==> src/hdl/slp_pkg.sv <==
// slp_pkg: types, character codes, field limits and parse helpers for the
// status line parser; no dependencies, imported by every module of the block
package slp_pkg;

    localparam logic [3:0] FIELD_ESTOP        = 4'd0;
    localparam logic [3:0] FIELD_AUTO_ARM     = 4'd1;
    localparam logic [3:0] FIELD_MANUAL_START = 4'd2;
    localparam logic [3:0] FIELD_MODE         = 4'd3;
    localparam logic [3:0] FIELD_BATTERY      = 4'd4;
    localparam logic [3:0] FIELD_RPM          = 4'd5;
    localparam logic [3:0] FIELD_TARGET       = 4'd6;
    localparam logic [3:0] FIELD_THROTTLE     = 4'd7;
    localparam logic [3:0] FIELD_SEQUENCE     = 4'd8;
    localparam logic [3:0] FIELD_COUNT        = 4'd9;

    localparam logic [7:0] CHAR_LF    = 8'h0A;
    localparam logic [7:0] CHAR_CR    = 8'h0D;
    localparam logic [7:0] CHAR_COMMA = 8'h2C;
    localparam logic [7:0] CHAR_MINUS = 8'h2D;
    localparam logic [7:0] CHAR_ZERO  = 8'h30;
    localparam logic [7:0] CHAR_NINE  = 8'h39;

    localparam logic [2:0] DIGITS_FLAG  = 3'd1;
    localparam logic [2:0] DIGITS_SHORT = 3'd3;
    localparam logic [2:0] DIGITS_WIDE  = 3'd5;

    localparam logic [16:0] LIMIT_FLAG     = 17'd1;
    localparam logic [16:0] LIMIT_MODE     = 17'd4;
    localparam logic [16:0] LIMIT_BYTE     = 17'd255;
    localparam logic [16:0] LIMIT_POS_RPM  = 17'd32767;
    localparam logic [16:0] LIMIT_NEG_RPM  = 17'd32768;
    localparam logic [16:0] LIMIT_THROTTLE = 17'd65535;

    localparam logic [2:0] MODE_MAX = 3'd4;

    typedef struct packed {
        logic [7:0] char_code;
        logic       end_of_line;
    } slp_word_t;

    typedef struct packed {
        logic      valid;
        slp_word_t word;
    } slp_stage_t;

    typedef struct packed {
        logic [3:0]  field_index;
        logic [2:0]  digit_count;
        logic [16:0] accumulator;
        logic        minus_seen;
        logic        field_nonempty;
        logic        line_error;
        logic [2:0]  held_flags;
        logic [2:0]  held_mode;
        logic [7:0]  held_battery;
        logic [15:0] held_rpm;
        logic [15:0] held_target;
        logic [15:0] held_throttle;
        logic [7:0]  held_sequence;
    } parse_state_t;

    typedef struct packed {
        logic        line_ok;
        logic        estop_flag;
        logic        auto_arm_flag;
        logic        manual_start_flag;
        logic [2:0]  drive_mode;
        logic [7:0]  charge_level;
        logic [15:0] measured_rpm;
        logic [15:0] commanded_rpm;
        logic [15:0] throttle_width;
        logic [7:0]  ack_sequence;
    } slp_result_t;

    function automatic logic [2:0] digit_limit(input logic [3:0] idx);
        logic [2:0] lim;
        unique case (idx) inside
            FIELD_ESTOP, FIELD_AUTO_ARM, FIELD_MANUAL_START: lim = DIGITS_FLAG;
            FIELD_RPM, FIELD_TARGET, FIELD_THROTTLE:         lim = DIGITS_WIDE;
            default:                                         lim = DIGITS_SHORT;
        endcase
        return lim;
    endfunction

    function automatic logic [16:0] value_limit(input logic [3:0] idx, input logic neg);
        logic [16:0] lim;
        unique case (idx) inside
            FIELD_ESTOP, FIELD_AUTO_ARM, FIELD_MANUAL_START: lim = LIMIT_FLAG;
            FIELD_MODE:                                      lim = LIMIT_MODE;
            FIELD_RPM, FIELD_TARGET: lim = neg ? LIMIT_NEG_RPM : LIMIT_POS_RPM;
            FIELD_THROTTLE:                                  lim = LIMIT_THROTTLE;
            default:                                         lim = LIMIT_BYTE;
        endcase
        return lim;
    endfunction

    // ends the current field: range check, store value, count the field
    function automatic parse_state_t close_field(input parse_state_t s);
        parse_state_t r;
        logic [15:0]  v;
        logic [15:0]  sv;
        r  = s;
        v  = s.accumulator[15:0];
        sv = s.minus_seen ? 16'(~v + 16'd1) : v;
        if (s.field_index >= FIELD_COUNT) begin
            r.line_error = 1'b1;
        end
        else begin
            if (s.digit_count == 3'd0 ||
                s.accumulator > value_limit(s.field_index, s.minus_seen)) begin
                r.line_error = 1'b1;
            end
            else begin
                unique case (s.field_index) inside
                    FIELD_ESTOP:        r.held_flags[0] = v[0];
                    FIELD_AUTO_ARM:     r.held_flags[1] = v[0];
                    FIELD_MANUAL_START: r.held_flags[2] = v[0];
                    FIELD_MODE:         r.held_mode     = v[2:0];
                    FIELD_BATTERY:      r.held_battery  = v[7:0];
                    FIELD_RPM:          r.held_rpm      = sv;
                    FIELD_TARGET:       r.held_target   = sv;
                    FIELD_THROTTLE:     r.held_throttle = v;
                    default:            r.held_sequence = v[7:0];
                endcase
            end
            r.field_index = s.field_index + 4'd1;
        end
        r.digit_count    = 3'd0;
        r.accumulator    = 17'd0;
        r.minus_seen     = 1'b0;
        r.field_nonempty = 1'b0;
        return r;
    endfunction

    // one byte of the line applied to the parse state
    function automatic parse_state_t step_byte(input parse_state_t s, input logic [7:0] c);
        parse_state_t r;
        logic         was_empty;
        r         = s;
        was_empty = !s.field_nonempty;
        if (c == CHAR_CR || c == CHAR_LF) begin
            r = s;
        end
        else if (c == CHAR_COMMA) begin
            r = close_field(s);
        end
        else begin
            r.field_nonempty = 1'b1;
            if (s.field_index >= FIELD_COUNT) begin
                r.line_error = 1'b1;
            end
            else if (c == CHAR_MINUS && was_empty &&
                     (s.field_index == FIELD_RPM || s.field_index == FIELD_TARGET)) begin
                r.minus_seen = 1'b1;
            end
            else if (c >= CHAR_ZERO && c <= CHAR_NINE) begin
                if (s.digit_count >= digit_limit(s.field_index)) begin
                    r.line_error = 1'b1;
                end
                else begin
                    r.accumulator = 17'({s.accumulator, 3'b000} + {s.accumulator, 1'b0}
                                        + {13'd0, c[3:0]});
                    r.digit_count = s.digit_count + 3'd1;
                end
            end
            else begin
                r.line_error = 1'b1;
            end
        end
        return r;
    endfunction

endpackage

==> src/hdl/slp_in_if.sv <==
// slp_in_if: byte channel into the status line parser, valid/ready handshake
// no dependencies
interface slp_in_if;
    logic       valid;
    logic       ready;
    logic [7:0] char_code;
    logic       end_of_line;

    modport source (output valid, output char_code, output end_of_line, input ready);
    modport sink   (input valid, input char_code, input end_of_line, output ready);
endinterface

==> src/hdl/slp_out_if.sv <==
// slp_out_if: result channel out of the status line parser, valid/ready handshake
// no dependencies
interface slp_out_if;
    logic               valid;
    logic               ready;
    logic               line_ok;
    logic               estop_flag;
    logic               auto_arm_flag;
    logic               manual_start_flag;
    logic [2:0]         drive_mode;
    logic [7:0]         charge_level;
    logic signed [15:0] measured_rpm;
    logic signed [15:0] commanded_rpm;
    logic [15:0]        throttle_width;
    logic [7:0]         ack_sequence;

    modport source (output valid, output line_ok, output estop_flag, output auto_arm_flag,
                    output manual_start_flag, output drive_mode, output charge_level,
                    output measured_rpm, output commanded_rpm, output throttle_width,
                    output ack_sequence, input ready);
    modport sink   (input valid, input line_ok, input estop_flag, input auto_arm_flag,
                    input manual_start_flag, input drive_mode, input charge_level,
                    input measured_rpm, input commanded_rpm, input throttle_width,
                    input ack_sequence, output ready);
endinterface

==> src/hdl/slp_in_stage.sv <==
// slp_in_stage: input register holding one byte word ahead of the parser
// depends on slp_pkg and slp_in_if
module slp_in_stage
    import slp_pkg::*;
(
    input  logic       clk,
    input  logic       rst_n,
    slp_in_if.sink     in_chan,
    input  logic       take,
    output slp_stage_t stage
);

    logic      valid_reg;
    logic      valid_next;
    slp_word_t word_reg;
    logic      accept;

    assign in_chan.ready = !valid_reg || take;
    assign accept        = in_chan.valid && in_chan.ready;
    assign valid_next    = accept || (valid_reg && !take);

    always_ff @(posedge clk or negedge rst_n)
    begin
        if (!rst_n)
        begin
            valid_reg <= 1'b0;
        end
        else
        begin
            valid_reg <= valid_next;
        end
    end

    always_ff @(posedge clk)
    begin
        if (accept)
        begin
            word_reg <= '{char_code: in_chan.char_code, end_of_line: in_chan.end_of_line};
        end
    end

    assign stage = '{valid: valid_reg, word: word_reg};

endmodule

==> src/hdl/slp_parser.sv <==
// slp_parser: field state update per byte and the result register
// depends on slp_pkg and slp_out_if
module slp_parser
    import slp_pkg::*;
(
    input  logic       clk,
    input  logic       rst_n,
    input  slp_stage_t stage,
    output logic       take,
    slp_out_if.source  out_chan
);

    parse_state_t state_reg;
    parse_state_t state_next;
    parse_state_t after;
    logic         out_valid_reg;
    logic         out_valid_next;
    slp_result_t  result_reg;
    slp_result_t  result_next;
    logic         out_free;
    logic         last;
    logic         ok;

    assign last     = stage.word.end_of_line;
    assign out_free = !out_valid_reg || out_chan.ready;
    assign take     = stage.valid && (!last || out_free);

    always_comb
    begin
        after = step_byte(state_reg, stage.word.char_code);
        if (last && after.field_nonempty)
        begin
            after = close_field(after);
        end
        ok = !after.line_error && (after.field_index == FIELD_COUNT);
        result_next = '0;
        if (ok)
        begin
            result_next.line_ok           = 1'b1;
            result_next.estop_flag        = after.held_flags[0];
            result_next.auto_arm_flag     = after.held_flags[1];
            result_next.manual_start_flag = after.held_flags[2];
            result_next.drive_mode        = after.held_mode;
            result_next.charge_level      = after.held_battery;
            result_next.measured_rpm      = after.held_rpm;
            result_next.commanded_rpm     = after.held_target;
            result_next.throttle_width    = after.held_throttle;
            result_next.ack_sequence      = after.held_sequence;
        end
        if (!take)
        begin
            state_next = state_reg;
        end
        else if (last)
        begin
            state_next = '0;
        end
        else
        begin
            state_next = after;
        end
    end

    assign out_valid_next = (out_valid_reg && !out_chan.ready) || (take && last);

    always_ff @(posedge clk or negedge rst_n)
    begin
        if (!rst_n)
        begin
            state_reg     <= '0;
            out_valid_reg <= 1'b0;
        end
        else
        begin
            state_reg     <= state_next;
            out_valid_reg <= out_valid_next;
        end
    end

    always_ff @(posedge clk)
    begin
        if (take && last)
        begin
            result_reg <= result_next;
        end
    end

    assign out_chan.valid             = out_valid_reg;
    assign out_chan.line_ok           = result_reg.line_ok;
    assign out_chan.estop_flag        = result_reg.estop_flag;
    assign out_chan.auto_arm_flag     = result_reg.auto_arm_flag;
    assign out_chan.manual_start_flag = result_reg.manual_start_flag;
    assign out_chan.drive_mode        = result_reg.drive_mode;
    assign out_chan.charge_level      = result_reg.charge_level;
    assign out_chan.measured_rpm      = $signed(result_reg.measured_rpm);
    assign out_chan.commanded_rpm     = $signed(result_reg.commanded_rpm);
    assign out_chan.throttle_width    = result_reg.throttle_width;
    assign out_chan.ack_sequence      = result_reg.ack_sequence;

`ifndef SYNTHESIS
    a_field_index_bound: assert property (@(posedge clk) disable iff (!rst_n)
        state_reg.field_index <= FIELD_COUNT)
        else $error("field index past field count");

    a_digit_count_bound: assert property (@(posedge clk) disable iff (!rst_n)
        state_reg.digit_count <= DIGITS_WIDE)
        else $error("digit count past widest field");

    a_clear_after_line: assert property (@(posedge clk) disable iff (!rst_n)
        take && last |=> state_reg == '0)
        else $error("parse state not cleared after final byte");

    a_failed_line_zero: assert property (@(posedge clk) disable iff (!rst_n)
        out_valid_reg && !result_reg.line_ok |->
            result_reg == '0)
        else $error("failed line carries nonzero fields");

    a_mode_range: assert property (@(posedge clk) disable iff (!rst_n)
        out_valid_reg && result_reg.line_ok |-> result_reg.drive_mode <= MODE_MAX)
        else $error("drive mode out of range on good line");
`endif

endmodule

==> src/hdl/status_line_parser_core.sv <==
// status_line_parser_core: top level of the status line parser
// depends on slp_pkg, slp_in_if, slp_out_if, slp_in_stage and slp_parser
//
// usage
// in_chan carries one byte word per handshake: char_code and end_of_line,
// with end_of_line set on the final byte of a line. out_chan carries one
// result word per line, produced from the final byte: line_ok plus the nine
// parsed field values, all zero when line_ok is low.
// a byte is taken into an input register, then parsed into the field state
// and, on the final byte, into the result register.
// result: the final byte is held in the input register, then parsed into the
// result register, and the output valid flag is set with it.
// throughput: one byte per cycle unless a final byte waits for the output
// register; set by the single parse step from input register to field state.
// reset: clears the field state and both valid flags; the block can take
// bytes as soon as reset is released.
// stall: the output register holds the result while out_chan.ready is low;
// bytes that are not final keep flowing, and a final byte waits in the input
// register until the output register is free.
module status_line_parser_core
    import slp_pkg::*;
(
    input  logic      clk,
    input  logic      rst_n,
    slp_in_if.sink    in_chan,
    slp_out_if.source out_chan
);

    slp_stage_t stage;
    logic       take;

    slp_in_stage u_in_stage (
        .clk     (clk),
        .rst_n   (rst_n),
        .in_chan (in_chan),
        .take    (take),
        .stage   (stage)
    );

    slp_parser u_parser (
        .clk      (clk),
        .rst_n    (rst_n),
        .stage    (stage),
        .take     (take),
        .out_chan (out_chan)
    );

endmodule

==> src/flat_wrapper.sv <==
// flat-port wrapper written by rule: the top's interface ports become plain ports
module status_line_parser_core_flat import slp_pkg::*;
  (clk, rst_n, in_chan_valid, in_chan_char_code, in_chan_end_of_line, in_chan_ready, out_chan_valid, out_chan_line_ok, out_chan_estop_flag, out_chan_auto_arm_flag, out_chan_manual_start_flag, out_chan_drive_mode, out_chan_charge_level, out_chan_measured_rpm, out_chan_commanded_rpm, out_chan_throttle_width, out_chan_ack_sequence, out_chan_ready);
  slp_in_if in_chan_i ();
  slp_out_if out_chan_i ();
  input  logic clk;
  input  logic rst_n;
  input wire logic [$bits(in_chan_i.valid)-1:0] in_chan_valid;
  input wire logic [$bits(in_chan_i.char_code)-1:0] in_chan_char_code;
  input wire logic [$bits(in_chan_i.end_of_line)-1:0] in_chan_end_of_line;
  output wire logic [$bits(in_chan_i.ready)-1:0] in_chan_ready;
  output wire logic [$bits(out_chan_i.valid)-1:0] out_chan_valid;
  output wire logic [$bits(out_chan_i.line_ok)-1:0] out_chan_line_ok;
  output wire logic [$bits(out_chan_i.estop_flag)-1:0] out_chan_estop_flag;
  output wire logic [$bits(out_chan_i.auto_arm_flag)-1:0] out_chan_auto_arm_flag;
  output wire logic [$bits(out_chan_i.manual_start_flag)-1:0] out_chan_manual_start_flag;
  output wire logic [$bits(out_chan_i.drive_mode)-1:0] out_chan_drive_mode;
  output wire logic [$bits(out_chan_i.charge_level)-1:0] out_chan_charge_level;
  output wire logic [$bits(out_chan_i.measured_rpm)-1:0] out_chan_measured_rpm;
  output wire logic [$bits(out_chan_i.commanded_rpm)-1:0] out_chan_commanded_rpm;
  output wire logic [$bits(out_chan_i.throttle_width)-1:0] out_chan_throttle_width;
  output wire logic [$bits(out_chan_i.ack_sequence)-1:0] out_chan_ack_sequence;
  input wire logic [$bits(out_chan_i.ready)-1:0] out_chan_ready;
  assign in_chan_i.valid = in_chan_valid;
  assign in_chan_i.char_code = in_chan_char_code;
  assign in_chan_i.end_of_line = in_chan_end_of_line;
  assign in_chan_ready = in_chan_i.ready;
  assign out_chan_valid = out_chan_i.valid;
  assign out_chan_line_ok = out_chan_i.line_ok;
  assign out_chan_estop_flag = out_chan_i.estop_flag;
  assign out_chan_auto_arm_flag = out_chan_i.auto_arm_flag;
  assign out_chan_manual_start_flag = out_chan_i.manual_start_flag;
  assign out_chan_drive_mode = out_chan_i.drive_mode;
  assign out_chan_charge_level = out_chan_i.charge_level;
  assign out_chan_measured_rpm = out_chan_i.measured_rpm;
  assign out_chan_commanded_rpm = out_chan_i.commanded_rpm;
  assign out_chan_throttle_width = out_chan_i.throttle_width;
  assign out_chan_ack_sequence = out_chan_i.ack_sequence;
  assign out_chan_i.ready = out_chan_ready;
  status_line_parser_core u_core (.clk(clk), .rst_n(rst_n), .in_chan(in_chan_i), .out_chan(out_chan_i));
endmodule
==> config.mk <==
export PLATFORM = sky130hd
export DESIGN_NAME = status_line_parser_core_flat
export DESIGN_NICKNAME = d
export VERILOG_FILES = /design/src/hdl/slp_pkg.sv /design/src/hdl/slp_in_if.sv /design/src/hdl/slp_out_if.sv /design/src/hdl/slp_in_stage.sv /design/src/hdl/slp_parser.sv /design/src/hdl/status_line_parser_core.sv /design/src/flat_wrapper.sv
export SDC_FILE = /design/constraint.sdc
export NUM_CORES = 1
export LEC_CHECK = 0
export BUFFER_PORTS_ARGS = -buffer_cell sky130_fd_sc_hd__buf_2
export CORE_ASPECT_RATIO = 1.4
export CORE_MARGIN = 2
export CORE_UTILIZATION = 45
export DETAILED_ROUTE_END_ITERATION = 16
export PLACE_DENSITY = 0.64
export SETUP_SLACK_MARGIN = 0.05
export SYNTH_ARGS = -nofsm -noshare
export SYNTH_HDL_FRONTEND = slang
export SYNTH_HIERARCHICAL = 1
export SYNTH_SLANG_ARGS = --single-unit
==> constraint.sdc <==
create_clock -name clk -period 10.3 [get_ports clk]
set_input_delay 0.515 -clock clk [delete_from_list [all_inputs] [get_ports clk]]
set_output_delay 0.515 -clock clk [all_outputs]
set_load 0.005 [all_outputs]
Yosys cells after proc, flatten, opt, wreduce, memory -nomap -nowiden
Cells that the tools add are included.
{"block": "totals", "regBits": 179, "latchBits": 0, "mem_bits_rw": 0, "mem_bits_ro": 0, "output_inout_bits": 73, "wordCells": 160, "memories": 0}
{"block": "classes", "add_sub_neg": 7, "n_mul": 0, "div": 0, "magnitude_cmp": 7, "n_eq_ne": 19, "shift": 0, "n_mux": 61, "n_bitwise": 2, "reduce_logical": 37}
{"cell": "$mux 70", "n": 5}
{"cell": "$mux 97", "n": 3}
{"cell": "$mux 16", "n": 10}
{"cell": "$pmux 16 s4", "n": 2}
{"cell": "$mux 17", "n": 5}
{"cell": "$mux 71", "n": 1}
{"cell": "$mux 20", "n": 3}
{"cell": "$gt 17x17->1", "n": 2}
{"cell": "$add 16x1->16 const B", "n": 2}
{"cell": "$eq 4x3->1 const B", "n": 8}
{"cell": "$mux 8", "n": 4}
{"cell": "$not 16->16", "n": 2}
{"cell": "$mux 23", "n": 1}
{"cell": "$mux 21", "n": 1}
{"cell": "$mux 3", "n": 7}
{"cell": "$add 17x17->17", "n": 1}
{"cell": "$add 17x4->17", "n": 1}
{"cell": "$eq 4x2->1 const B", "n": 4}
{"cell": "$eq 8x4->1 const B", "n": 2}
{"cell": "$eq 8x6->1 const B", "n": 2}
{"cell": "$reduce_or 8->1", "n": 2}
{"cell": "$mux 1", "n": 15}
{"cell": "$mux 4", "n": 3}
{"cell": "$logic_and 1x1->1", "n": 10}
{"cell": "other kinds (15)", "n": 37}

Longest topological paths before layout
Gate-level depths: netlist of run 1.
{"block": "depth", "depth_word": 28, "ltp_mapped": 27}

Cells and area by module
Netlist of run 1, hierarchy kept.
{"mod": "slp_parser", "instances": 1, "cells_per_inst": 1117, "area_per_inst_um2": 11198.2, "seq_area_each_um2": 4584.4}
{"mod": "slp_in_stage", "instances": 1, "cells_per_inst": 14, "area_per_inst_um2": 331.6, "seq_area_each_um2": 295.3}

Least setup slack after synthesis of run 1
Ideal clock, no wire load.
{"block": "synth_path", "path_type": "reg2reg", "start": "register u_core/u_parser/state_reg[73] (netlist bit)", "end": "register u_core.u_parser.result_reg, in the netlist u_core/u_parser/out_chan.commanded_rpm[11], data pin", "setup_time_ns": 0.140, "arrival_ns": 5.200, "t_required_ns": 10.160, "slack_ns": 4.960, "path_stages_with_launch": 24, "path_buffers": 2, "period_less_slack_ns": 5.340, "path_cell_list": "dfrtp_1 > inv_1 > fa_1 > inv_1 > ha_1 > a211oi_2 > o21a_1 > or2_2 > o311ai_0 > a21oi_1 > xnor2_1 > a21oi_1 > inv_1 > ha_1 > or4_1 > a21oi_1 > o21ai_0 > o21ai_0 > nor4bb_1 > buf_2 > and3_4 > buf_4 > mux2_2 > nor2_1"}
{"block": "synth_via", "elab_chain_len": 15, "word_cells_on_any_way": 32}
{"item": "from (decl)", "line_no": "slp_parser.sv:13", "text": "parse_state_t state_reg;"}
{"item": "from (signal assigned)", "line_no": "slp_parser.sv:75", "text": "state_reg <= state_next;"}
{"item": "$add 17x17->17", "line_no": "slp_pkg.sv:161", "text": "r.accumulator = 17'({s.accumulator, 3'b000} + {s.accumulator, 1'b0}"}
{"item": "$add 17x4->17", "line_no": "slp_pkg.sv:162", "text": "+ {13'd0, c[3:0]});"}
{"item": "$mux 20", "line_no": "slp_pkg.sv:157", "text": "if (s.digit_count >= digit_limit(s.field_index)) begin"}
{"item": "$mux 20", "line_no": "slp_pkg.sv:156", "text": "else if (c >= CHAR_ZERO && c <= CHAR_NINE) begin"}
{"item": "$mux 20", "line_no": "slp_pkg.sv:152", "text": "else if (c == CHAR_MINUS && was_empty &&"}
{"item": "$mux 21", "line_no": "slp_pkg.sv:149", "text": "if (s.field_index >= FIELD_COUNT) begin"}
{"item": "$mux 23", "line_no": "slp_pkg.sv:144", "text": "else if (c == CHAR_COMMA) begin"}
{"item": "$mux 97 *", "line_no": "slp_pkg.sv:141", "text": "if (c == CHAR_CR || c == CHAR_LF) begin"}
{"item": "$not 16->16 or $gt 17x17->1 (tied branches)", "line_no": "slp_pkg.sv:104, slp_pkg.sv:110"}
{"item": "$add 16x1->16 or $logic_or 1x1->1 (tied branches)", "line_no": "slp_pkg.sv:104, slp_pkg.sv:109"}
{"item": "$mux 16 or $mux 1 (tied branches)", "line_no": "slp_pkg.sv:104, slp_pkg.sv:109"}
{"item": "$mux 16 or $mux 1 (tied branches)", "line_no": "slp_pkg.sv:114, slp_pkg.sv:105"}
{"item": "$mux 70 or $mux 97 (tied branches)", "line_no": "slp_pkg.sv:109, slp_parser.sv:31"}
{"item": "$mux 70 or $logic_not 1->1 (tied branches)", "line_no": "slp_pkg.sv:105, slp_parser.sv:35"}
{"item": "$mux 97 *", "line_no": "slp_parser.sv:31", "text": "if (last && after.field_nonempty)"}
{"item": "to (signal assigned)", "line_no": "slp_parser.sv:84", "text": "result_reg <= result_next;"}
{"item": "to (decl)", "line_no": "slp_parser.sv:18", "text": "slp_result_t result_reg;"}
Mark *: on every way between the ends. The rest lies on a longest branch, timed or not.
A chain may end at the register's enable or synchronous reset.

Worst setup path after layout of run 1
{"block": "layout_path", "start": "register u_core/u_parser/state_reg[73] (netlist bit)", "end": "register u_core.u_parser.result_reg, in the netlist u_core/u_parser/out_chan.ack_sequence[0], data pin"}
{"block": "layout_via", "elab_chain_len": 15, "word_cells_on_any_way": 26}
{"item": "$add 17x17->17", "line_no": "slp_pkg.sv:161"}
{"item": "$add 17x4->17", "line_no": "slp_pkg.sv:162"}
{"item": "$mux 20", "line_no": "slp_pkg.sv:157"}
{"item": "$mux 20", "line_no": "slp_pkg.sv:156"}
{"item": "$mux 20", "line_no": "slp_pkg.sv:152"}
{"item": "$mux 21", "line_no": "slp_pkg.sv:149"}
{"item": "$mux 23", "line_no": "slp_pkg.sv:144"}
{"item": "$mux 97 *", "line_no": "slp_pkg.sv:141"}
{"item": "$gt 17x17->1", "line_no": "slp_pkg.sv:110", "text": "s.accumulator > value_limit(s.field_index, s.minus_seen)) begin"}
{"item": "$logic_or 1x1->1", "line_no": "slp_pkg.sv:109", "text": "if (s.digit_count == 3'd0 ||"}
{"item": "$mux 1", "line_no": "slp_pkg.sv:109"}
{"item": "$mux 1", "line_no": "slp_pkg.sv:105", "text": "if (s.field_index >= FIELD_COUNT) begin"}
{"item": "$mux 97 *", "line_no": "slp_parser.sv:31"}
{"item": "$logic_not 1->1", "line_no": "slp_parser.sv:35", "text": "ok = !after.line_error && (after.field_index == FIELD_COUNT);"}
{"item": "$logic_and 1x1->1", "line_no": "slp_parser.sv:35"}
Marks and branches as above.

==> results.txt, run 1 <==
- The run finished with clean final reports.
- Core Util, Final: 50.77%
- Worst EP arrival: 6.68 ns
- Entering global routing, the biggest net connects 88 pins.
* Share of flip-flops with an asynchronous set or reset: 55.31%
* Via count: 9215
- Vias in the first global route: 9008
* Launching element of the worst setup path: u_core/u_parser/state_reg[73]$_DFFE_PN0P_
* Antenna violation net count after detailed routing: 0
- For this run, design rule violations remaining after detail routing come to 0.
- Number of inserted filler cells in the final layout: 2327
- The smallest clock period supported by the final layout is computed as 6.481 ns.
- Number of buffers created by CTS: 17
* Number of buffers inserted for hold repair after clock tree synthesis: 0
- The first global-routing pass estimated 51.43 mm of wire.
* Avg Synthesized Cell Area: 10.19 um2
- Count of final hold-check violations: 0
* Category of the critical setup timing path: reg2reg
- Slew at the pin closest to its max-slew limit: 1.156 ns
- Across the VDD grid, the largest voltage drop is 120.1 uV.
- Number of clock sinks: 179
- Count of pins over their slew limit: 0
- Static timing analysis puts the maximum clock frequency at 154.3 MHz.
- The count of buffers added on input and output ports is 85.
- STA classifies the critical path startpoint as a flip-flop.
- Share of final-layout standard cells stronger than drive strength 1: 16.60%
* Initial antenna violation count: 0
* CP Capture Type: flip-flop
* Post-synthesis register bit count: 179
- The register with the most flip-flops in the layout has 97 of them.
- Setup repair after global routing missed its margin: false
- From synthesis to final layout, the design area changed by 11.39%.
* Leakage power figure: 5.441 nW
- Dividing the detail-routed wire length by the instance count gives 21.40 um.
- In this design, the stage delay of the slowest critical-path cell is 0.63 ns.
- Die Outline Area: 26940 um2
- Worst flop-to-flop path startpoint: u_core/u_parser/state_reg[73]$_DFFE_PN0P_
- For this run, the number of Yosys warnings is 6.
* Core area: 25300 um2
- Post-CTS sizing: 0
* Final period utilization: 62.92%
- The clock tree synthesis step divided the H-tree into 4 levels.
- For this run, the total global-route usage over all layers was measured as 24.19%.
- Sequential elements use 42.32% of the synthesized area.
- In this run, synthesis inferred 80 flip-flops with an integrated enable.
- Sum of net half-perimeters after detailed placement: 22.36 mm
- The repair_antennas step left the layout with diodes totalling 0.
- Row cnt: 69
- Dividing total power by cell area gives a power density of 133.0 nW/um2.
- Measured along the x axis, the die boundary spans 139.3 um.
* Worst relative slew slack: 22.13%
- Netlist cell types: 92
- Data on the critical path is required at its endpoint by 10.50 ns.
- Post-detailed-route via-to-cell ratio: 6.070
- The mapped netlist covers 11530 um2.
* CTS tree: done
* Max clock buf depth: 2
* Chip Height: 193.4 um
* Most used flip-flop cell after synthesis: dfrtp_1
- Mapped Nets: 1222
- 86 I/O pins were placed.
* Setup bufs post-CTS: 0
* Worst-case clock skew: 0.01693 ns
* Worst min path class: in2async
- For this configuration, the core starts out at a cell density of 45.58%.
- After clock tree synthesis, the clock-pin slew on the worst setup and hold paths is 0.07 ns.
- After technology mapping, the gate count stands at 1131.
- For this run, the post-layout net count is 1277.
- Number of detailed-route iterations in the first pass: 5
* Slowest cell on the critical path: fa_1
* Remaining Overflow, GRT: 0
- Setup violations remaining at the end of the flow were counted as 0.
- In this run, the number of DRC markers left after iteration 0 of detailed routing was 760.
- Max-cap violations in this run came to 0.
- Clock root cell: clkbuf_16
* Routability congestion estimate from global placement: 0.9513
* Wire length after detailed routing: 32.48 mm
* Highest fanout seen on the critical path: 9
* Clock insertion delay at the later pin of the skew report: 0.45 ns
- The signal on the critical path passes through inv_1 > fa_1 > inv_1 > ha_1 > a211oi_2 > o21a_1 > or2_2 > o311ai_0 > a21oi_1 > xnor2_1 > a21oi_1 > inv_1 > ha_1 > or4_1 > a21oi_1 > o21ai_0 > o21ai_0 > nor4bb_1 > buf_4 > o21a_1 > mux2i_1 > and2_1.
- Adding up every negative setup slack in the final design gives 0 ns.
==> per-layer routing <==
layer	part of all wire [%]	global-route usage [%]
met1	43	31.63
met2	49	40.36
met3	5.0	3.465
met4	3.4	9.764
met5	0	0
==> Yosys cell counts, drive strengths merged (8+ instances only) <==
cell    instances  area [um2]
a21oi          60       304.0
a22o           49       429.2
a31oi          16       106.4
and2           38       240.2
and3           10       72.57
buf            23       146.4
clkbuf         46       172.7
dfrtp          99        2477
edfxtp         80        2402
ha             76       950.9
inv            44       165.2
mux2           18       210.2
mux2i          90       904.6
nand2          82       307.8
nand3          13       87.59
nand4          13       81.33
nor2           87       334.1
nor2b          16       100.1
nor3           17       96.35
o21a           10       75.07
o21ai          79       406.6
o22ai           8       50.05
o31ai           9       67.56
or2             8       50.05
xnor2          32       280.3
==> through the flow <==
stage | total power (W) | instances | hold slack (ns) | cell area (um2) | worst slack (ns)
finish | 0.001708 | 1518 | 0.08621 | 12840 | 3.819
CTS | 0.001720 | 1518 | 0.09254 | 12840 | 3.839
global route | 0.001772 | 1518 | 0.1262 | 12840 | 3.373
global placement | 0.001010 | 1486 | 0.4579 | 12210 | 4.016
floorplan | 0.0009286 | 1131 | 0.2194 | 11530 | 4.960
detailed placement | 0.001013 | 1486 | 0.4674 | 12210 | 3.891
==> cells by family (layout without fill, tap and decap cells) <==
logic type                 Yosys count  in the layout  share of synthesized area [%]
AOI/OAI and AO/OA                  290            290                          17.41
DFF                                179            179                          42.32
buffers and inverters              113            181                          4.200
and+or+nand+nor                    325            325                          14.92
adders and majority gates           78             78                          8.595
xor gates and xnor gates            38             38                          2.887
muxes                              108            108                          9.669
==> where the power goes <==
part | switching (W) | leakage [nW] | internal [W]
Combinational | 0.000141 | 2.98 | 0.0000662
Sequential | 0.0000176 | 2.16 | 0.000774
Clock | 0.000299 | 0.303 | 0.000410
Total | 0.000458 | 5.44 | 0.00125
==> worst max-delay path, delay by kind of cell (launching register included) <==
kind / cells / cell delay [ns]
flops: 1 / 0.59
xor+xnor: 1 / 0.14
buf+inv: 4 / 0.69
fa+ha+maj: 3 / 1.14
mux: 1 / 0.18
compound gates: 9 / 2.16
simple gates: 4 / 1.37
==> area by class of cell <==
type	instances	area, um2	area share, %
tap	319	399.1	3.108
clock buffer	18	429.2	3.341
multi-input combinational	839	6192	48.21
inverter	44	165.2	1.286
clock inverter	14	200.2	1.559
timing repair buffer	105	578.1	4.501
sequential	179	4880	37.99
==> cells in the final DEF, fill, tap and decap left out, drive strengths merged, types with 8 or more instances in the layout <==
cell type | Yosys | layout
a21oi | 60 | 60
a22o | 49 | 49
a31oi | 16 | 16
and2 | 38 | 38
and3 | 10 | 10
buf | 23 | 105
clkbuf | 46 | 18
dfrtp | 99 | 99
edfxtp | 80 | 80
ha | 76 | 76
inv | 44 | 48
mux2 | 18 | 18
mux2i | 90 | 90
nand2 | 82 | 82
nand3 | 13 | 13
nand4 | 13 | 13
nor2 | 87 | 87
nor2b | 16 | 16
nor3 | 17 | 17
o21a | 10 | 10
o21ai | 79 | 79
o22ai | 8 | 8
o31ai | 9 | 9
or2 | 8 | 8
xnor2 | 32 | 32
==> worst paths after layout <==
path / endpoint / slack (ns) / cells after the start
worst max-delay path: u_core/u_parser/out_chan.ack_sequence[0]$_SDFFCE_PN0P_ / 3.82 / 22
worst min-delay path: u_core/u_parser/state_reg[92]$_DFFE_PN0P_ / 0.09 / 1
worst max register to register: u_core/u_parser/out_chan.ack_sequence[0]$_SDFFCE_PN0P_ / 3.82 / 22
worst min register to register: u_core/u_parser/state_reg[54]$_DFFE_PN0P_ / 0.48 / 2
max in group asynchronous: u_core/u_parser/state_reg[13]$_DFFE_PN0P_ / 8.98 / 2
min in group clk: u_core/u_in_stage/stage[1]$_DFFE_PP_ / 0.24 / 1
(Power assumes the default switching activity.)
==> run 2, diff against run 1 <==
--- a/config.mk
+++ b/config.mk
@@ -10,7 +10,7 @@
 export CORE_MARGIN = 2
 export CORE_UTILIZATION = 45
 export DETAILED_ROUTE_END_ITERATION = 16
-export PLACE_DENSITY = 0.64
+export PLACE_DENSITY = 0.66
 export SETUP_SLACK_MARGIN = 0.05
 export SYNTH_ARGS = -nofsm -noshare
 export SYNTH_HDL_FRONTEND = slang
==> constraint.sdc (replaced) <==
create_clock -name clk -period 5.5 [get_ports clk]
set_input_delay 0.275 -clock clk [delete_from_list [all_inputs] [get_ports clk]]
set_output_delay 0.275 -clock clk [all_outputs]
set_load 0.005 [all_outputs]
==> run 2 against run 1 <==
Compared with the run above:
- non-clock buffer count is 106 higher
- final area is 7.4% higher
- hold slack worse by 0.074 ns
- utilization is 3.8 points higher
- power is 81% higher
- via count is 5.1% higher
- critical endpoint is now u_core/u_parser/out_chan.measured_rpm[4]$_SDFFCE_PN0P_
- critical path type unchanged
==> results.txt, run 2 (same netlist as run 1, synthesis figures left out) <==
- The final-report setup violation count came to 0 (unchanged).
* Most common cell after layout, fill and taps aside: buf_4 (was dfrtp_1)
- The growth of design area from synthesis to finish is 19.66% (was 11.39%).
- The worst hold margin was 0.01202 ns (was 0.08621 ns).
- The mean routed wirelength per cell is 21.28 um (was 21.40 um).
- The final weighted congestion of routability-driven global placement came to 0.9700 (was 0.9513).
- The post-route non-filler standard cell count is 1624 (was 1518).
* Row cnt: 69 (unchanged)
- Vias in the first global route: 9348 (was 9008)
- CTS tree: done (unchanged)
* Remaining Overflow, GRT: 0 (unchanged)
- Setup repair after global routing missed its margin: false (unchanged)
* ANT cells: 0 (unchanged)
- The share of the clock period used by the worst path was 95.15% (was 62.92%).
* End point of the most critical hold path: u_core/u_in_stage/stage[2]$_DFFE_PP_
- The origin of the critical flop-to-flop path is u_core/u_parser/state_reg[93]$_DFFE_PN0P_ (was u_core/u_parser/state_reg[73]$_DFFE_PN0P_).
- The x dimension of the die was 139.3 um (unchanged).
- The final max-slew violation count came to 0 (unchanged).
- The count of buffer and inverter cells on the critical path came to 8 (was 4).
- The DRC violations left came to 0 (unchanged).
- Number of detailed-route iterations in the first pass: 5 (unchanged)
* Delay contributed by the slowest stage of the critical path: 0.51 ns (was 0.63 ns)
- Clock root cell: clkbuf_16 (unchanged)
- Count of final hold-check violations: 0 (unchanged)
- Global Route Usage Sum: 25.39% (was 24.19%)
- The full die area came to 26940 um2 (unchanged).
- The initial core utilization came to 45.58% (unchanged).
* Achievable clock frequency: 191.1 MHz (was 154.3 MHz)
- Chip Height: 193.4 um (unchanged)
- Leakage power figure: 5.979 nW (was 5.441 nW)
* Global-route wire length before repair: 53.48 mm (was 51.43 mm)
* Largest delay contributor family on the critical path: simple AND/OR/NAND/NOR gates (was compound AO/OA/AOI/OAI gates)
- Ratio of total power to cell area: 224.5 nW/um2 (was 133.0 nW/um2)
- The number of primary I/O pins was 86 (unchanged).
* Wire length after detailed routing: 34.56 mm (was 32.48 mm)
* Worst EP arrival: 5.52 ns (was 6.68 ns)
- The number of cell instances on the worst register-to-register path is 25 (was 22).
* Worst min path class: in2reg (was in2async)
* Highest fanout seen on the critical path: 21 (was 9)
* Required time at the endpoint of the critical path: 5.79 ns (was 10.50 ns)
- Result of the run: completed (unchanged).
- Area used by sequential logic in the layout: 4881 um2 (was 4880 um2)
- Sum of net half-perimeters after detailed placement: 24.62 mm (was 22.36 mm)
* Worst r2r dst: u_core/u_parser/out_chan.measured_rpm[4]$_SDFFCE_PN0P_ (was u_core/u_parser/out_chan.ack_sequence[0]$_SDFFCE_PN0P_)
- Number of inserted filler cells in the final layout: 2223 (was 2327)
- The total number of H-tree levels is 4 (unchanged).
- Number of nets at the end of the flow: 1383 (was 1277)
* Number of buffers created by CTS: 17 (unchanged)
- Antenna violation net count after detailed routing: 0 (unchanged)
- The clock sink count was 179 (unchanged).
- The via count of the routed design came to 9682 (was 9215).
* Post-detailed-route via-to-cell ratio: 5.962 (was 6.070)
- Slowest cell on the critical path: or4_1 (was fa_1)
- The number of cells after detailed placement is 1577 (was 1486).
* Max clock buf depth: 2 (unchanged)
- The initial antenna violation count is 0 (unchanged).
- Worst relative slew slack: 32.54% (was 22.13%)
- Source of the worst hold timing path: in_chan_char_code[1]
- The maximum ir drop on the vdd rail was 212.5 uV (was 120.1 uV).
* Register-to-register setup slack: 0.27 ns (was 3.82 ns)
- Max cap viols: 0 (unchanged)
- The category of the worst setup path capture point was a flip-flop (unchanged).
* Maximum number of pins on one net before global-route repair: 73 (was 88)
- Core area: 25300 um2 (unchanged)
* Category of the critical setup timing path: reg2reg (unchanged)
- Clock insertion delay at the later pin of the skew report: 0.44 ns (was 0.45 ns)
- The clock period minus worst slack came to 5.233 ns (was 6.481 ns).
* Kind of start point of the critical path: flip-flop (unchanged)
- The number of design-rule violations left by the first detailed-router iteration was 831 (was 760).
- Share of final-layout standard cells stronger than drive strength 1: 23.98% (was 16.60%)
- # port buffers: 85 (unchanged)
* Worst-case clock skew: 0.01111 ns (was 0.01693 ns)
- Counting stages on the worst path, the most repeated cell is buf_4.
* Area of the multi-input gates: 6315 um2 (was 6192 um2)
- The number of flip-flops under the largest register name is 97 (unchanged).
- Counting instances, the worst hold path has a depth of 1.
- The register clock-pin slew on the reported worst setup and hold paths was 0.07 ns (about the same).
- Highest-count cells in the layout ignoring fill and taps: buf_4, dfrtp_1, mux2i_1, buf_2, nor2_1 (was dfrtp_1, mux2i_1, buf_2, nor2_1).
- Slew at the pin closest to its max-slew limit: 1.012 ns (was 1.156 ns)
## run 2: worst reg2reg max path, stage by stage (launching register included)
cell       delay (ns)
dfrtp_1          0.37
inv_1            0.14
ha_1             0.28
nor2_1           0.16
a21oi_1          0.12
ha_1             0.29
a21oi_1          0.08
buf_4            0.16
o2111ai_4        0.22
nor3_4           0.08
buf_4            0.18
buf_4            0.14
buf_4            0.14
a31oi_2          0.21
inv_2            0.06
ha_1             0.20
or4_1            0.51
a21oi_1          0.15
o21ai_1          0.11
o21ai_1          0.20
nor4bb_2         0.23
buf_4            0.19
and3_4           0.20
buf_12           0.17
mux2_2           0.39
nor2_1           0.10
## run 2: worst max path at each step
| stage | slack (ns) | cells past startpoint | start | to |
|---|---|---|---|---|
| 4_1_cts | 0.05 | 23 | u_core/u_in_stage/stage[4]$_DFFE_PP_ | u_core/u_parser/out_chan.commanded_rpm[3]$_SDFFCE_PN0P_ |
| 6_report | 0.27 | 25 | u_core/u_parser/state_reg[93]$_DFFE_PN0P_ | u_core/u_parser/out_chan.measured_rpm[4]$_SDFFCE_PN0P_ |
| 3_3_place_gp | 0.04 | 26 | u_core/u_parser/state_reg[93]$_DFFE_PN0P_ | u_core/u_parser/out_chan.throttle_width[3]$_SDFFCE_PN0P_ |
| 3_5_place_dp | -0.07 | 24 | u_core/u_parser/state_reg[93]$_DFFE_PN0P_ | u_core/u_parser/out_chan.throttle_width[4]$_SDFFCE_PN0P_ |
| 2_1_floorplan | 0.16 | 23 | u_core/u_parser/state_reg[73]$_DFFE_PN0P_ | u_core/u_parser/out_chan.commanded_rpm[11]$_SDFFCE_PN0P_ |
| 5_1_grt | 0.02 | 25 | u_core/u_parser/state_reg[93]$_DFFE_PN0P_ | u_core/u_parser/state_reg[35]$_DFFE_PN0P_ |
## run 2: cell type report
cell class / instances / area share [%]
clock buffers: 21 / 3.192
clock inverters: 11 / 0.7527
inverters: 44 / 1.197
multi-input cells: 839 / 45.77
flip-flops and latches: 179 / 35.38
well taps: 319 / 2.893
repair buffers: 211 / 10.82
## run 2: repair_timing
action / CTS / global route
setup buffers: 3 / 6
gates resized for setup: 7 / 24
cloned: 0 / 0
hold endpoints to repair: 47 / 0
hold buffers: 6 / 0
pin swaps: 2 / 8
setup endpoints to repair: 85 / 136
## run 2: power breakdown
group          total (W)  internal [W]  switching [W]
combinational   0.000455      0.000160       0.000295
sequential       0.00147       0.00145      0.0000240
clock            0.00117      0.000628       0.000540
## run 2: metrics by stage
stage               total power, W  setup TNS (ns)  cell area [um2]  utilization, %  setup WS, ns
global route              0.003207               0            13800           54.54       0.02469
global placement          0.001935               0            12990           51.33       0.03848
floorplan                 0.001739               0            11530               -        0.1602
CTS                       0.003106               0            13630           53.90       0.05400
finish                    0.003098               0            13800           54.54        0.2668
detailed placement        0.001940         -0.9675            12990           51.33      -0.06650
## run 2: layer usage
metal	GRT usage, %	share of wire [%]
met5	0	0
met4	9.203	3.1
met3	3.540	5.1
met2	43.79	51
met1	32.46	40
==> run 3, diff against run 2 <==
--- a/config.mk
+++ b/config.mk
@@ -10,7 +10,7 @@
 export CORE_MARGIN = 2
 export CORE_UTILIZATION = 45
 export DETAILED_ROUTE_END_ITERATION = 16
-export PLACE_DENSITY = 0.66
+export PLACE_DENSITY = 0.64
 export SETUP_SLACK_MARGIN = 0.05
 export SYNTH_ARGS = -nofsm -noshare
 export SYNTH_HDL_FRONTEND = slang
==> constraint.sdc (replaced) <==
create_clock -name clk -period 5.3 [get_ports clk]
set_input_delay 0.265 -clock clk [delete_from_list [all_inputs] [get_ports clk]]
set_output_delay 0.265 -clock clk [all_outputs]
set_load 0.005 [all_outputs]
==> run 3 against run 2 <==
Compared with the run above:
- utilization up 2.2 points
- combinational power up 17%
- worst setup slack worse by 0.071 ns
- global-route usage up 1.3 points
- critical path type unchanged
- maximum frequency up 2.5%
- final area up 4.1%
- clock skew up 0.0038 ns
- clock power up 6%
- non-clock buffer count up 30
- die area unchanged
- flip-flop and latch count unchanged
- power up 6.5%
- largest cell class unchanged
==> results.txt, run 3 (same netlist as run 1, synthesis figures left out) <==
* Clock insertion delay at the later pin of the skew report: 0.45 ns (was 0.44 ns)
- Sum of net half-perimeters after detailed placement: 25.26 mm (was 24.62 mm)
* Max FFs per register: 97 (unchanged)
- Core Util, Final: 56.78% (was 54.54%)
* Part of the power in registers: 46.4% (was 47.6%)
* Category of the critical setup timing path: reg2reg (unchanged)
- The length of the first detailed-routing pass in iterations came to 5 (unchanged).
- The clock power share came to 37.5% (was 37.7%).
* Max cap viols: 0 (unchanged)
* Kind of start point of the critical path: flip-flop (unchanged)
- Vias in the first global route: 9832 (was 9348)
- The worst hold margin came to 0.02921 ns (was 0.01202 ns).
- The number of I/O port buffers was 85 (unchanged).
* CTS tree: done (unchanged)
* Minimum period implied by the final worst setup slack: 5.104 ns (was 5.233 ns)
* Post-detailed-route via-to-cell ratio: 5.941 (was 5.962)
- The final-report setup violation count came to 0 (unchanged).
- The actual slew at the worst max-slew pin is 1.174 ns (was 1.012 ns).
- Area growth, synth to finish: 24.58% (was 19.66%)
- Placed Area: 13090 um2 (was 12990 um2)
- Worst EP arrival: 5.41 ns (was 5.52 ns)
* Initial antenna violation count: 0 (unchanged)
* Die Outline Area: 26940 um2 (unchanged)
- Combinational group share of total power: 16.1% (was 14.7%)
* Worst-case clock skew: 0.01492 ns (was 0.01111 ns)
* Number of buffers created by CTS: 17 (unchanged)
* Global Route Usage Sum: 26.71% (was 25.39%)
* Remaining Overflow, GRT: 0 (unchanged)
* Pre-CTS worst setup slack: -0.4350 ns (was -0.06650 ns)
- Most common cell after layout, fill and taps aside: buf_4 (unchanged)
- Final period utilization: 96.31% (was 95.15%)
* CP Capture Type: flip-flop (unchanged)
- The share of layout cells above drive strength 1 is 29.66% (was 23.98%).
* Starting utilization of the core area: 45.58% (unchanged)
- The power dissipated by switching net loads came to 0.0009351 W (was 0.0008590 W).
- Number of placed I/O pins: 86 (unchanged)
- The library cell used as clock root buffer was clkbuf_16 (unchanged).
* Global-route wire length before repair: 56.08 mm (was 53.48 mm)
- Wire length after detailed routing: 36.76 mm (was 34.56 mm)
- Highest-count cells in the layout ignoring fill and taps: buf_4, dfrtp_1, buf_2, edfxtp_1, mux2i_1 (was buf_4, dfrtp_1, mux2i_1, buf_2, nor2_1)
- The total number of H-tree levels was 4 (unchanged).
- The layout filler cell count was 2192 (was 2223).
- Number of nets at the end of the flow: 1413 (was 1383)
- Result of the run: completed (unchanged)
* Achievable clock frequency: 195.9 MHz (was 191.1 MHz)
- The slack of the critical path is 0.1957 ns (was 0.2668 ns).
- Row cnt: 69 (unchanged)
* Wire length per cell: 22.23 um (was 21.28 um)
* Finished layout cell area: 14360 um2 (was 13800 um2)
- The switching portion of total power is 28.35% (was 27.73%).
* Antenna violation net count after detailed routing: 0 (unchanged)
* Routability congestion estimate from global placement: 0.9340 (was 0.9700)
- Clk pin slew, worst setup/hold paths: 0.07 ns (about the same)
* Internal power component: 0.002363 W (was 0.002239 W)
- The maximum ir drop on the vdd rail is 282.1 uV (was 212.5 uV).
* Horizontal die dimension: 139.3 um (unchanged)
* Max clock buf depth: 2 (unchanged)
- The largest net degree at the start of global routing was 72 (was 73).
- The DRC violations left is 0 (unchanged).
- The critical path required time came to 5.61 ns (was 5.79 ns).
* Count of final hold-check violations: 0 (unchanged)
* Leakage power figure: 6.272 nW (was 5.979 nW)
- ANT cells: 0 (unchanged)
* Core area: 25300 um2 (unchanged)
- Via count: 9826 (was 9682)
- The number of design-rule violations left by the first detailed-router iteration was 816 (was 831).
- Ratio of total power to cell area: 229.6 nW/um2 (was 224.5 nW/um2)
- Number of clock sinks: 179 (unchanged)
- Worst min path class: in2reg (unchanged)
- Setup repair after global routing missed its margin: true (was false)
* Chip Height: 193.4 um (unchanged)
- Highest fanout seen on the critical path: 6 (was 21)
- The tightest slew margin relative to the limit was 21.45% (was 32.54%).
* Count of pins over their slew limit: 0 (unchanged)
-- run 3: cell count changes in the layout (fill, tap and decap cells not counted), moves of 8 or more --
cell     change
a21oi_1      -9
a21oi_2      +8
buf_4       +20
mux2i_1      -8
nor2_1      -14
nor2_2      +14
-- run 3: final cells by class --
class	count	area [um2]	area share [%]
Sequential cell	179	4882	33.99
Tap cell	319	399.1	2.779
Multi-Input combinational cell	839	6580	45.81
Timing Repair Buffer	241	1778	12.38
Clock inverter	13	126.4	0.8798
Clock buffer	19	432.9	3.014
Inverter	44	165.2	1.150
-- run 3: timing repair --
action | CTS | global route
pin swaps | 8 | 27
hold endpoints to repair | 56 | 0
buffers inserted | 7 | 12
endpoints found under the setup margin | 137 | 137
hold buffers | 10 | 0
gates cloned | 2 | 2
gates resized for setup | 23 | 88
-- run 3: stage by stage --
step / TNS [ns] / cells / power (W)
2_1_floorplan: 0 / 1131 / 0.001805
3_3_place_gp: -10.96 / 1592 / 0.002017
3_5_place_dp: -40.45 / 1592 / 0.002020
4_1_cts: 0 / 1643 / 0.003293
5_1_grt: -0.005620 / 1654 / 0.003415
6_report: 0 / 1654 / 0.003298
-- run 3: power by group through the flow --
stage	combinational (W)	clock [W]	sequential (W)
after floorplan	0.000243	0	0.00156
after global placement	0.000459	0	0.00156
after detailed placement	0.000461	0	0.00156
after CTS	0.000499	0.00126	0.00153
after global routing	0.000566	0.00131	0.00153
final	0.000531	0.00124	0.00153
-- run 3: metal layers --
metal | up-vias | share of wire (%) | global-route usage, %
li1 | 4540 | - | -
met1 | 4825 | 40 | 33.14
met2 | 377 | 49 | 46.19
met3 | 84 | 5.8 | 3.936
met4 | 0 | 4.5 | 11.49
met5 | - | 0 | 0
-- run 3: final timing paths --
check                           cells after the start  slack [ns]                                                        to                                       from
worst max-delay path                               24        0.20  u_core/u_parser/out_chan.commanded_rpm[12]$_SDFFCE_PN0P_  u_core/u_parser/state_reg[94]$_DFFE_PN0P_
worst min-delay path                                2        0.03                     u_core/u_in_stage/valid_reg$_DFF_PN0_                              in_chan_valid
worst max register to register                     24        0.20  u_core/u_parser/out_chan.commanded_rpm[12]$_SDFFCE_PN0P_  u_core/u_parser/state_reg[94]$_DFFE_PN0P_
worst min register to register                      2        0.48                 u_core/u_parser/state_reg[55]$_DFFE_PN0P_  u_core/u_parser/state_reg[55]$_DFFE_PN0P_
max in group asynchronous                           3        3.59                 u_core/u_parser/state_reg[27]$_DFFE_PN0P_                                      rst_n
min in group asynchronous                           2        0.44                 u_core/u_parser/state_reg[96]$_DFFE_PN0P_                                      rst_n
-- run 3: worst max-delay path, stage by stage, from the launching register on --
cell and delay (ns):
dfrtp_1 0.40, buf_4 0.15, ha_1 0.19, mux2i_1 0.24, a21oi_2 0.12, ha_1 0.29, a21oi_2 0.06, buf_4 0.14
o2111ai_4 0.22, nor3_4 0.08, buf_4 0.19, buf_4 0.15, a31oi_2 0.20, inv_2 0.07, ha_1 0.21, or4_4 0.53
a21oi_4 0.14, o21ai_2 0.08, o21ai_2 0.19, nor4bb_4 0.23, buf_4 0.19, and3_4 0.28, buf_12 0.16, mux2_2 0.36
nor2_2 0.09
